### src/rtl/bmp_rgb888_to_rgb565_defines.svh
// ----------------------------------------------------------------------------
// BMP to RGB565 assertion macros
// Concurrent assertion wrappers that are compiled out for synthesis.
// ----------------------------------------------------------------------------
`ifndef BMP_RGB888_TO_RGB565_DEFINES_SVH
`define BMP_RGB888_TO_RGB565_DEFINES_SVH

`ifndef SYNTHESIS
`define BMP_ASSERT(name, clk, rst_n, prop) \
    name: assert property (@(posedge clk) disable iff (!(rst_n)) prop) \
        else $error("assertion failed");
`define BMP_ASSERT_ANY(name, clk, prop) \
    name: assert property (@(posedge clk) prop) \
        else $error("assertion failed");
`else
`define BMP_ASSERT(name, clk, rst_n, prop)
`define BMP_ASSERT_ANY(name, clk, prop)
`endif

`endif

### src/rtl/bmp565_pkg.sv
// ----------------------------------------------------------------------------
// BMP to RGB565 package
// Shared constants, status codes and record types of the BMP converter.
// ----------------------------------------------------------------------------
package bmp565_pkg;

    localparam int MAX_WIDTH  = 1024;
    localparam int MAX_HEIGHT = 1024;
    localparam int WID_W      = $clog2(MAX_WIDTH + 1);
    localparam int HGT_W      = $clog2(MAX_HEIGHT + 1);

    localparam int HDR_LEN   = 54;
    localparam int HDR_IDX_W = 6;

    localparam logic [7:0]  MAGIC_B  = 8'h42;
    localparam logic [7:0]  MAGIC_M  = 8'h4d;
    localparam logic [15:0] BPP_RGB  = 16'd24;

    localparam logic [2:0] ST_OK          = 3'd0;
    localparam logic [2:0] ST_INVALID     = 3'd1;
    localparam logic [2:0] ST_UNSUPPORTED = 3'd2;
    localparam logic [2:0] ST_TRUNCATED   = 3'd3;
    localparam logic [2:0] ST_TOO_LARGE   = 3'd4;

    typedef struct packed {
        logic [2:0]       status;
        logic             offset_min;
        logic [31:0]      offset;
        logic [WID_W-1:0] width;
        logic [HGT_W-1:0] height;
    } hdr_info_t;

    typedef struct packed {
        logic [15:0] pixel;
        logic [9:0]  dest_x;
        logic [9:0]  dest_y;
        logic        is_pixel;
        logic [2:0]  status;
        logic        done_res;
    } res_t;

    function automatic res_t status_res(input logic [2:0] st);
        res_t r;
        r          = '0;
        r.status   = st;
        r.done_res = 1'b1;
        return r;
    endfunction

endpackage

### src/rtl/bmp565_hdr.sv
// ----------------------------------------------------------------------------
// BMP header capture
// Keeps the header fields as their bytes arrive and checks them.
// ----------------------------------------------------------------------------
module bmp565_hdr (
    input  logic                                aclk,
    input  logic                                wr_en,
    input  logic [bmp565_pkg::HDR_IDX_W-1:0]    wr_idx,
    input  logic [7:0]                          wr_byte,
    output bmp565_pkg::hdr_info_t               info
);

    localparam logic [5:0] MAG_POS = 6'd0;
    localparam logic [5:0] OFF_POS = 6'd10;
    localparam logic [5:0] WID_POS = 6'd18;
    localparam logic [5:0] HGT_POS = 6'd22;
    localparam logic [5:0] BPP_POS = 6'd28;
    localparam logic [5:0] CMP_POS = 6'd30;

    logic [7:0] magic_reg [2];
    logic [7:0] off_reg   [4];
    logic [7:0] wid_reg   [4];
    logic [7:0] hgt_reg   [4];
    logic [7:0] bpp_reg   [2];
    logic [7:0] cmp_reg   [4];

    logic [31:0] off_val;
    logic [31:0] wid_val;
    logic [31:0] hgt_val;
    logic [15:0] bpp_val;
    logic [31:0] cmp_val;
    logic        bad_dims;

    always_ff @(posedge aclk) begin
        if (wr_en) begin
            case (wr_idx) inside
                [MAG_POS:MAG_POS + 6'd1]: magic_reg[1'(wr_idx - MAG_POS)] <= wr_byte;
                [OFF_POS:OFF_POS + 6'd3]: off_reg[2'(wr_idx - OFF_POS)] <= wr_byte;
                [WID_POS:WID_POS + 6'd3]: wid_reg[2'(wr_idx - WID_POS)] <= wr_byte;
                [HGT_POS:HGT_POS + 6'd3]: hgt_reg[2'(wr_idx - HGT_POS)] <= wr_byte;
                [BPP_POS:BPP_POS + 6'd1]: bpp_reg[1'(wr_idx - BPP_POS)] <= wr_byte;
                [CMP_POS:CMP_POS + 6'd3]: cmp_reg[2'(wr_idx - CMP_POS)] <= wr_byte;
                default: ;
            endcase
        end
    end

    assign off_val = {off_reg[3], off_reg[2], off_reg[1], off_reg[0]};
    assign wid_val = {wid_reg[3], wid_reg[2], wid_reg[1], wid_reg[0]};
    assign hgt_val = {hgt_reg[3], hgt_reg[2], hgt_reg[1], hgt_reg[0]};
    assign bpp_val = {bpp_reg[1], bpp_reg[0]};
    assign cmp_val = {cmp_reg[3], cmp_reg[2], cmp_reg[1], cmp_reg[0]};

    assign bad_dims = (wid_val == 32'd0) || wid_val[31] || (hgt_val == 32'd0) || hgt_val[31];

    always_comb begin
        info            = '0;
        info.offset     = off_val;
        info.offset_min = (off_val == 32'(bmp565_pkg::HDR_LEN));
        info.width      = wid_val[bmp565_pkg::WID_W-1:0];
        info.height     = hgt_val[bmp565_pkg::HGT_W-1:0];
        if ((magic_reg[0] != bmp565_pkg::MAGIC_B) || (magic_reg[1] != bmp565_pkg::MAGIC_M)) begin
            info.status = bmp565_pkg::ST_INVALID;
        end else if (bad_dims || (bpp_val != bmp565_pkg::BPP_RGB) || (cmp_val != 32'd0) ||
                     (off_val < 32'(bmp565_pkg::HDR_LEN))) begin
            info.status = bmp565_pkg::ST_UNSUPPORTED;
        end else if ((wid_val > 32'(bmp565_pkg::MAX_WIDTH)) ||
                     (hgt_val > 32'(bmp565_pkg::MAX_HEIGHT))) begin
            info.status = bmp565_pkg::ST_TOO_LARGE;
        end else begin
            info.status = bmp565_pkg::ST_OK;
        end
    end

endmodule

### src/rtl/bmp565_parse.sv
// ----------------------------------------------------------------------------
// BMP stream parser
// Tracks the file position and turns each accepted byte into at most one result.
// ----------------------------------------------------------------------------
module bmp565_parse (
    input  logic                                aclk,
    input  logic                                aresetn,
    input  logic                                accept,
    input  logic [7:0]                          byte_value,
    input  logic                                last_byte,
    input  logic                                swap_bytes,
    input  bmp565_pkg::hdr_info_t               hdr,
    output logic                                hdr_wr_en,
    output logic [bmp565_pkg::HDR_IDX_W-1:0]    hdr_wr_idx,
    output logic                                res_valid,
    output bmp565_pkg::res_t                    res
);

    localparam logic [2:0] PH_HEADER = 3'd0;
    localparam logic [2:0] PH_SKIP   = 3'd1;
    localparam logic [2:0] PH_PIXEL  = 3'd2;
    localparam logic [2:0] PH_PAD    = 3'd3;
    localparam logic [2:0] PH_DRAIN  = 3'd4;

    localparam int WID_W = bmp565_pkg::WID_W;
    localparam int HGT_W = bmp565_pkg::HGT_W;

    logic [2:0]       phase_reg, phase_next;
    logic [31:0]      count_reg, count_next;
    logic [WID_W-1:0] col_reg, col_next;
    logic [HGT_W-1:0] row_reg, row_next;
    logic [1:0]       tri_reg, tri_next;
    logic [1:0]       pad_reg, pad_next;
    logic [15:0]      held_reg, held_next;

    logic [WID_W-1:0] col_inc;
    logic [HGT_W-1:0] row_inc;
    logic             final_px;
    logic [15:0]      px_raw;
    logic [15:0]      px;

    assign hdr_wr_en  = accept && (phase_reg == PH_HEADER);
    assign hdr_wr_idx = count_reg[bmp565_pkg::HDR_IDX_W-1:0];

    assign col_inc  = col_reg + WID_W'(1);
    assign row_inc  = row_reg + HGT_W'(1);
    assign final_px = (col_inc == hdr.width) && (row_inc == hdr.height);
    assign px_raw   = {byte_value[7:3], held_reg[15:10], held_reg[7:3]};
    assign px       = swap_bytes ? {px_raw[7:0], px_raw[15:8]} : px_raw;

    always_comb begin
        phase_next = phase_reg;
        count_next = count_reg;
        col_next   = col_reg;
        row_next   = row_reg;
        tri_next   = tri_reg;
        pad_next   = pad_reg;
        held_next  = held_reg;
        res_valid  = 1'b0;
        res        = '0;
        if (accept) begin
            case (phase_reg)
                PH_HEADER: begin
                    count_next = count_reg + 32'd1;
                    if (count_reg != 32'(bmp565_pkg::HDR_LEN - 1)) begin
                        if (last_byte) begin
                            res_valid = 1'b1;
                            res       = bmp565_pkg::status_res(bmp565_pkg::ST_INVALID);
                        end
                    end else if (hdr.status != bmp565_pkg::ST_OK) begin
                        res_valid  = 1'b1;
                        res        = bmp565_pkg::status_res(hdr.status);
                        phase_next = PH_DRAIN;
                    end else if (last_byte) begin
                        res_valid = 1'b1;
                        res       = bmp565_pkg::status_res(bmp565_pkg::ST_TRUNCATED);
                    end else begin
                        phase_next = hdr.offset_min ? PH_PIXEL : PH_SKIP;
                    end
                end
                PH_SKIP: begin
                    count_next = count_reg + 32'd1;
                    if (last_byte) begin
                        res_valid = 1'b1;
                        res       = bmp565_pkg::status_res(bmp565_pkg::ST_TRUNCATED);
                    end else if (count_next == hdr.offset) begin
                        phase_next = PH_PIXEL;
                    end
                end
                PH_PIXEL: begin
                    if (tri_reg == 2'd0) begin
                        held_next = {held_reg[15:8], byte_value};
                        tri_next  = 2'd1;
                    end else if (tri_reg == 2'd1) begin
                        held_next = {byte_value, held_reg[7:0]};
                        tri_next  = 2'd2;
                    end else begin
                        tri_next = 2'd0;
                    end
                    if (tri_reg != 2'd2) begin
                        if (last_byte) begin
                            res_valid = 1'b1;
                            res       = bmp565_pkg::status_res(bmp565_pkg::ST_TRUNCATED);
                        end
                    end else if (last_byte && !final_px) begin
                        res_valid = 1'b1;
                        res       = bmp565_pkg::status_res(bmp565_pkg::ST_TRUNCATED);
                    end else begin
                        res_valid    = 1'b1;
                        res.pixel    = px;
                        res.dest_x   = 10'(col_reg);
                        res.dest_y   = 10'(hdr.height - HGT_W'(1) - row_reg);
                        res.is_pixel = 1'b1;
                        res.status   = bmp565_pkg::ST_OK;
                        res.done_res = final_px;
                        col_next     = col_inc;
                        if (final_px) begin
                            phase_next = PH_DRAIN;
                        end else if (col_inc == hdr.width) begin
                            col_next = '0;
                            row_next = row_inc;
                            pad_next = hdr.width[1:0];
                            if (hdr.width[1:0] != 2'd0) begin
                                phase_next = PH_PAD;
                            end
                        end
                    end
                end
                PH_PAD: begin
                    if (last_byte) begin
                        res_valid = 1'b1;
                        res       = bmp565_pkg::status_res(bmp565_pkg::ST_TRUNCATED);
                    end else begin
                        pad_next = pad_reg - 2'd1;
                        if (pad_reg == 2'd1) begin
                            phase_next = PH_PIXEL;
                        end
                    end
                end
                default: ;
            endcase
            if (last_byte) begin
                phase_next = PH_HEADER;
                count_next = '0;
                col_next   = '0;
                row_next   = '0;
                tri_next   = '0;
                pad_next   = '0;
            end
        end
    end

    always_ff @(posedge aclk) begin
        if (!aresetn) begin
            phase_reg <= PH_HEADER;
            count_reg <= '0;
            col_reg   <= '0;
            row_reg   <= '0;
            tri_reg   <= '0;
            pad_reg   <= '0;
        end else begin
            phase_reg <= phase_next;
            count_reg <= count_next;
            col_reg   <= col_next;
            row_reg   <= row_next;
            tri_reg   <= tri_next;
            pad_reg   <= pad_next;
        end
    end

    always_ff @(posedge aclk) begin
        held_reg <= held_next;
    end

endmodule

### src/rtl/bmp565_out.sv
// ----------------------------------------------------------------------------
// BMP result register
// Holds one result item until the downstream side takes it.
// ----------------------------------------------------------------------------
module bmp565_out (
    input  logic             aclk,
    input  logic             aresetn,
    input  logic             load,
    input  bmp565_pkg::res_t load_res,
    input  logic             m_ready,
    output logic             m_valid,
    output bmp565_pkg::res_t m_res,
    output logic             in_ready
);

    logic             valid_reg, valid_next;
    bmp565_pkg::res_t res_reg;

    assign in_ready   = !valid_reg || m_ready;
    assign valid_next = load || (valid_reg && !m_ready);

    always_ff @(posedge aclk) begin
        if (!aresetn) begin
            valid_reg <= 1'b0;
        end else begin
            valid_reg <= valid_next;
        end
    end

    always_ff @(posedge aclk) begin
        if (load) begin
            res_reg <= load_res;
        end
    end

    assign m_valid = valid_reg;
    assign m_res   = res_reg;

endmodule

### src/rtl/bmp_rgb888_to_rgb565.sv
// ----------------------------------------------------------------------------
// BMP 24 bpp to RGB565 converter
// Parses a byte stream of an uncompressed 24 bpp BMP file and emits RGB565
// pixels with their destination coordinates, or one status item on error.
// ----------------------------------------------------------------------------
// The block takes one file byte per cycle and gives at most one result item
// for each byte, in the cycle after the byte is accepted; a pixel item appears on
// the byte that completes its blue, green, red triple. The single result
// register sets the rate: a new byte is taken in every cycle in which that
// register is empty or being read. Images up to 1024 by 1024 pixels are
// accepted, and no start-up pass is needed after reset.
`include "bmp_rgb888_to_rgb565_defines.svh"

module bmp_rgb888_to_rgb565 (
    input  logic        aclk,
    input  logic        aresetn,
    input  logic        cfg_we,
    input  logic        cfg_wdata,   // swap_bytes
    input  logic        s_tvalid,
    output logic        s_tready,
    input  logic [7:0]  s_tdata,     // byte_value
    input  logic        s_tlast,     // last_byte
    output logic        m_tvalid,
    input  logic        m_tready,
    output logic [39:0] m_tdata,     // pixel, dest_x, dest_y, status, zero fill
    output logic        m_tuser,     // is_pixel
    output logic        m_tlast      // done_res
);

    logic                                swap_reg;
    logic                                accept;
    logic                                hdr_wr_en;
    logic [bmp565_pkg::HDR_IDX_W-1:0]    hdr_wr_idx;
    bmp565_pkg::hdr_info_t               hdr_info;
    logic                                res_valid;
    bmp565_pkg::res_t                    res;
    bmp565_pkg::res_t                    out_res;
    logic                                out_st_ok;

    always_ff @(posedge aclk) begin
        if (!aresetn) begin
            swap_reg <= 1'b0;
        end else if (cfg_we) begin
            swap_reg <= cfg_wdata;
        end
    end

    assign accept = s_tvalid && s_tready;

    bmp565_hdr u_hdr (
        .aclk    (aclk),
        .wr_en   (hdr_wr_en),
        .wr_idx  (hdr_wr_idx),
        .wr_byte (s_tdata),
        .info    (hdr_info)
    );

    bmp565_parse u_parse (
        .aclk       (aclk),
        .aresetn    (aresetn),
        .accept     (accept),
        .byte_value (s_tdata),
        .last_byte  (s_tlast),
        .swap_bytes (swap_reg),
        .hdr        (hdr_info),
        .hdr_wr_en  (hdr_wr_en),
        .hdr_wr_idx (hdr_wr_idx),
        .res_valid  (res_valid),
        .res        (res)
    );

    bmp565_out u_out (
        .aclk     (aclk),
        .aresetn  (aresetn),
        .load     (res_valid),
        .load_res (res),
        .m_ready  (m_tready),
        .m_valid  (m_tvalid),
        .m_res    (out_res),
        .in_ready (s_tready)
    );

    assign m_tdata = {1'b0, out_res.status, out_res.dest_y, out_res.dest_x, out_res.pixel};
    assign m_tuser = out_res.is_pixel;
    assign m_tlast = out_res.done_res;

    assign out_st_ok = (out_res.status == bmp565_pkg::ST_OK);

    `BMP_ASSERT(a_status_ends_file, aclk, aresetn, (m_tvalid && !m_tuser) |-> m_tlast)
    `BMP_ASSERT(a_pixel_status_ok, aclk, aresetn, (m_tvalid && m_tuser) |-> out_st_ok)
    `BMP_ASSERT(a_ready_follows_out, aclk, aresetn, s_tready == (!m_tvalid || m_tready))
    `BMP_ASSERT_ANY(a_reset_clears_out, aclk, !aresetn |=> !m_tvalid)

endmodule
### config.mk
export PLATFORM = sky130hd
export DESIGN_NAME = bmp_rgb888_to_rgb565
export DESIGN_NICKNAME = d
export VERILOG_FILES = /design/src/rtl/bmp565_pkg.sv /design/src/rtl/bmp565_hdr.sv /design/src/rtl/bmp565_parse.sv /design/src/rtl/bmp565_out.sv /design/src/rtl/bmp_rgb888_to_rgb565.sv
export VERILOG_INCLUDE_DIRS = /design/src /design/src/rtl
export SDC_FILE = /design/constraint.sdc
export NUM_CORES = 1
export LEC_CHECK = 0
export BUFFER_PORTS_ARGS = -buffer_cell sky130_fd_sc_hd__buf_2
export CAP_MARGIN = 10
export CORE_ASPECT_RATIO = 1.25
export CORE_MARGIN = 2
export CORE_UTILIZATION = 55
export DETAILED_ROUTE_END_ITERATION = 10
export MAX_ROUTING_LAYER = met4
export PLACE_DENSITY = 0.72
export SYNTH_ARGS = -nofsm -noshare
export SYNTH_HDL_FRONTEND = slang
export SYNTH_SLANG_ARGS = --single-unit
### constraint.sdc
create_clock -name aclk -period 4.2 [get_ports aclk]
set_input_delay 0.42 -clock aclk [delete_from_list [all_inputs] [get_ports aclk]]
set_output_delay 0.42 -clock aclk [all_outputs]
set_load 0.01 [all_outputs]
==> impl_metrics.py <==
metrics = {
    "setup_path": {
        "critPathMaxFanout": 11,
        "crit_path_end_kind": "flop",
        "cp_slowest_cell": "nor4_1",
        "crit_arrival_ps": 4130,
        "cp_common_cell": "nor4_1",
        "cp_top_family": "simple AND/OR/NAND/NOR gates",
        "crit_required_ps": 4640,
        "critPathMaxStageDelay_ps": 840,
        "path_buf_inv": 0,
        "startpoint_type": "flop",
        "crit_chain": "ha_1, nand3_1, nor4_1, a41oi_1, nor3b_1, nand4_1, nor4_1, and3b_1, o32ai_1",
        "worstSetupPathType": "reg2reg",
    },
    "floorplanning": {
        "placementRows": 62,
        "pin_count": 59,
        "core-area_mm2": 0.0231,
        "start_util": 0.562,
        "die_h_um": 176,
        "die_x_um": 141,
        "dieArea_mm2": 0.0249,
    },
    "route": {
        "finalWirelength_mm": 30.5,
        "avgViaCountPerCell": 6.24,
        "drt_iter0_markers": 1014,
        "wl_per_cell_um": 20.2,
        "vias": 9420,
        "detail-route-antenna-nets": 0,
        "drc": 0,
        "first_pass_iters": 7,
    },
    "yosys": {
        "yosys-top-cells-area": "edfxtp_1, dfxtp_1, nor2_1",
        "synth_compound_area_frac": 0.116,
        "synth_top_cell_by_area": "edfxtp_1",
        "synth_top_family_by_area": "simple AND/OR/NAND/NOR gates",
        "synth_top_cells_by_count": "edfxtp_1, nor2_1, nand2_1, dfxtp_1, a21oi_1",
        "synth.avg_cell_area_um2": 11.3,
        "synth.most_common_cell": "edfxtp_1",
        "synth-adder-area-share": 0.0179,
        "synth_area_mm2": 0.0130,
        "synthXorXnorAreaFrac": 0.0438,
        "syn_nets": 1186,
        "yosysSeqAreaShare": 0.587,
        "ys.flop_type": "edfxtp_1",
        "async_flop_share": 0,
        "syn_inst": 1153,
        "synth.distinct_cells": 73,
        "yosysWarnings": 0,
        "synth-simple-area-share": 0.188,
        "synth_mux_area_frac": 0.0172,
        "synth.top_cell.area_share": 0.490,
        "synth-edff-count": 212,
        "synth-seq-cells": 275,
    },
    "cts": {
        "htreeDepth": 1,
        "cts_tree": "built",
        "clk_latency_ps": 550,
        "cts_buffers": 27,
        "clk_pin_slew_worst_paths_ps": 60,
        "post_cts_resized": 0,
        "cts.sinks": 275,
        "root_buffer": "clkbuf_16",
        "hold_buffers": 0,
        "cts_setup_buffers": 0,
        "ctsLongestPathBuffers": 3,
    },
    "layout": {
        "final_cells": 1510,
        "final_util": 0.625,
        "n_antenna_cell": 0,
        "area_growth_pct": 11.2,
        "largest_reg_flops": 41,
        "drive_gt1_frac": 0.119,
        "fin_nets": 1234,
    },
    "global_route": {
        "grt_pass1_wl_mm": 47.8,
        "antenna_found_initial": 0,
        "grt_max_degree": 42,
        "grt_pass1_vias": 9035,
        "grt_use_total": 0.252,
        "overflow": 0,
    },
    "placement": {
        "dp.cells": 1460,
        "dp_hpwl_mm": 20.7,
        "io_buffer_count": 57,
        "place_congestion": 0.952,
        "dp_slack_ps": 556,
    },
    "power_and_ir_drop": {
        "vdd_ir_drop_max_v": 0.000318,
        "powerDensity_mw_per_mm2": 387,
        "power.leakage_uw": 0.00477,
    },
    "timing": {
        "final.period_utilization": 0.878,
        "fin_setup_tns_ps": 0,
        "worst_slack_ps": 513,
        "skew_ps": 12.8,
        "drv_slew": 0,
        "whs_ps": 102,
        "setup-violations-final": 0,
        "worstMarginPinSlew_ps": 967,
        "maxSlewHeadroom": 0.355,
        "fin_crit_ps": 3690,
        "hold_violations": 0,
        "fmax_mhz": 271,
        "rsz0062_at_grt": "false",
    },
    "run": {
        "maxCapViolations": 0,
    },
    "hold_path": {
        "hold_path.class": "in2reg",
    },
    "run_status": {
        "status": "completed",
    },
}
-- cell usage in the layout, fill, tap and decap left out, types with 17 or more instances in the layout --
cell type | netlist | routed
nand3_1 | 38 | 38
buf_2 | 13 | 57
clkbuf_16 | 0 | 27
edfxtp_1 | 212 | 212
ha_1 | 17 | 17
nor4_1 | 52 | 52
and2_1 | 27 | 27
nor2_1 | 103 | 103
nor3_1 | 40 | 40
xnor2_1 | 41 | 41
mux2i_1 | 19 | 19
xor2_1 | 24 | 24
a21oi_1 | 55 | 55
buf_4 | 4 | 20
nand4_1 | 32 | 32
nand2_1 | 68 | 68
inv_1 | 34 | 34
dfxtp_1 | 63 | 63
o21ai_0 | 50 | 50
-- power by group --
group | switching [µW] | internal, µW
registers | 11.8 | 2950
logic | 138 | 43.6
clock network | 1010 | 1430
-- cells by family (layout without fill, tap and decap cells) --
logic type | Yosys count | count (layout)
AOI/OAI and AO/OA | 222 | 222
xor gates and xnor gates | 65 | 65
adders and majority gates | 18 | 18
buffers and inverters | 96 | 165
DFF | 275 | 275
muxes | 22 | 22
other | 1 | 1
and+or+nand+nor | 454 | 454
-- final cells by class --
type / instances / area (µm²)
clock inverter: 19 / 214
inverter: 38 / 143
clock buffer: 31 / 691
sequential: 275 / 7630
multi-input combinational: 782 / 4970
fill: 1844 / 8670
timing repair buffer: 77 / 435
tap: 288 / 360
-- routing by layer --
metal,vias up,routed length (µm),track usage
met4,0,829,0.0846
met5,-,0,-
met2,354,15400,0.431
met3,57,1790,0.0311
li1,4481,-,-
met1,4528,12400,0.311
-- final timing paths --
| kind | slack, ps | startpoint | depth (start not counted) | to |
|---|---|---|---|---|
| setup / recovery | 510 | u_parse.count_reg[0]$_SDFFE_PN0P_ | 9 | u_parse.phase_reg[1]$_SDFFE_PN0P_ |
| hold / removal | 100 | cfg_wdata | 3 | swap_reg$_SDFFE_PN0P_ |
| setup reg to reg | 510 | u_parse.count_reg[0]$_SDFFE_PN0P_ | 9 | u_parse.phase_reg[1]$_SDFFE_PN0P_ |
| hold reg to reg | 490 | u_parse.pad_reg[1]$_SDFFE_PN0P_ | 2 | u_parse.pad_reg[1]$_SDFFE_PN0P_ |
-- worst register-to-register path, cell delays in order (launching register included) --
cell and delay (ps):
dfxtp_1 540, ha_1 370, nand3_1 290, nor4_1 840, a41oi_1 200, nor3b_1 250
nand4_1 120, nor4_1 460, and3b_1 240, o32ai_1 270
-- metrics by stage --
step	instance area (µm²)	total power (µW)
after floorplan	13000	3110
after global placement	13500	3200
after detailed placement	13500	3200
after CTS	14400	5630
after global routing	14400	5750
final	14400	5590
Note: power is estimated with default switching activity, not from simulation.
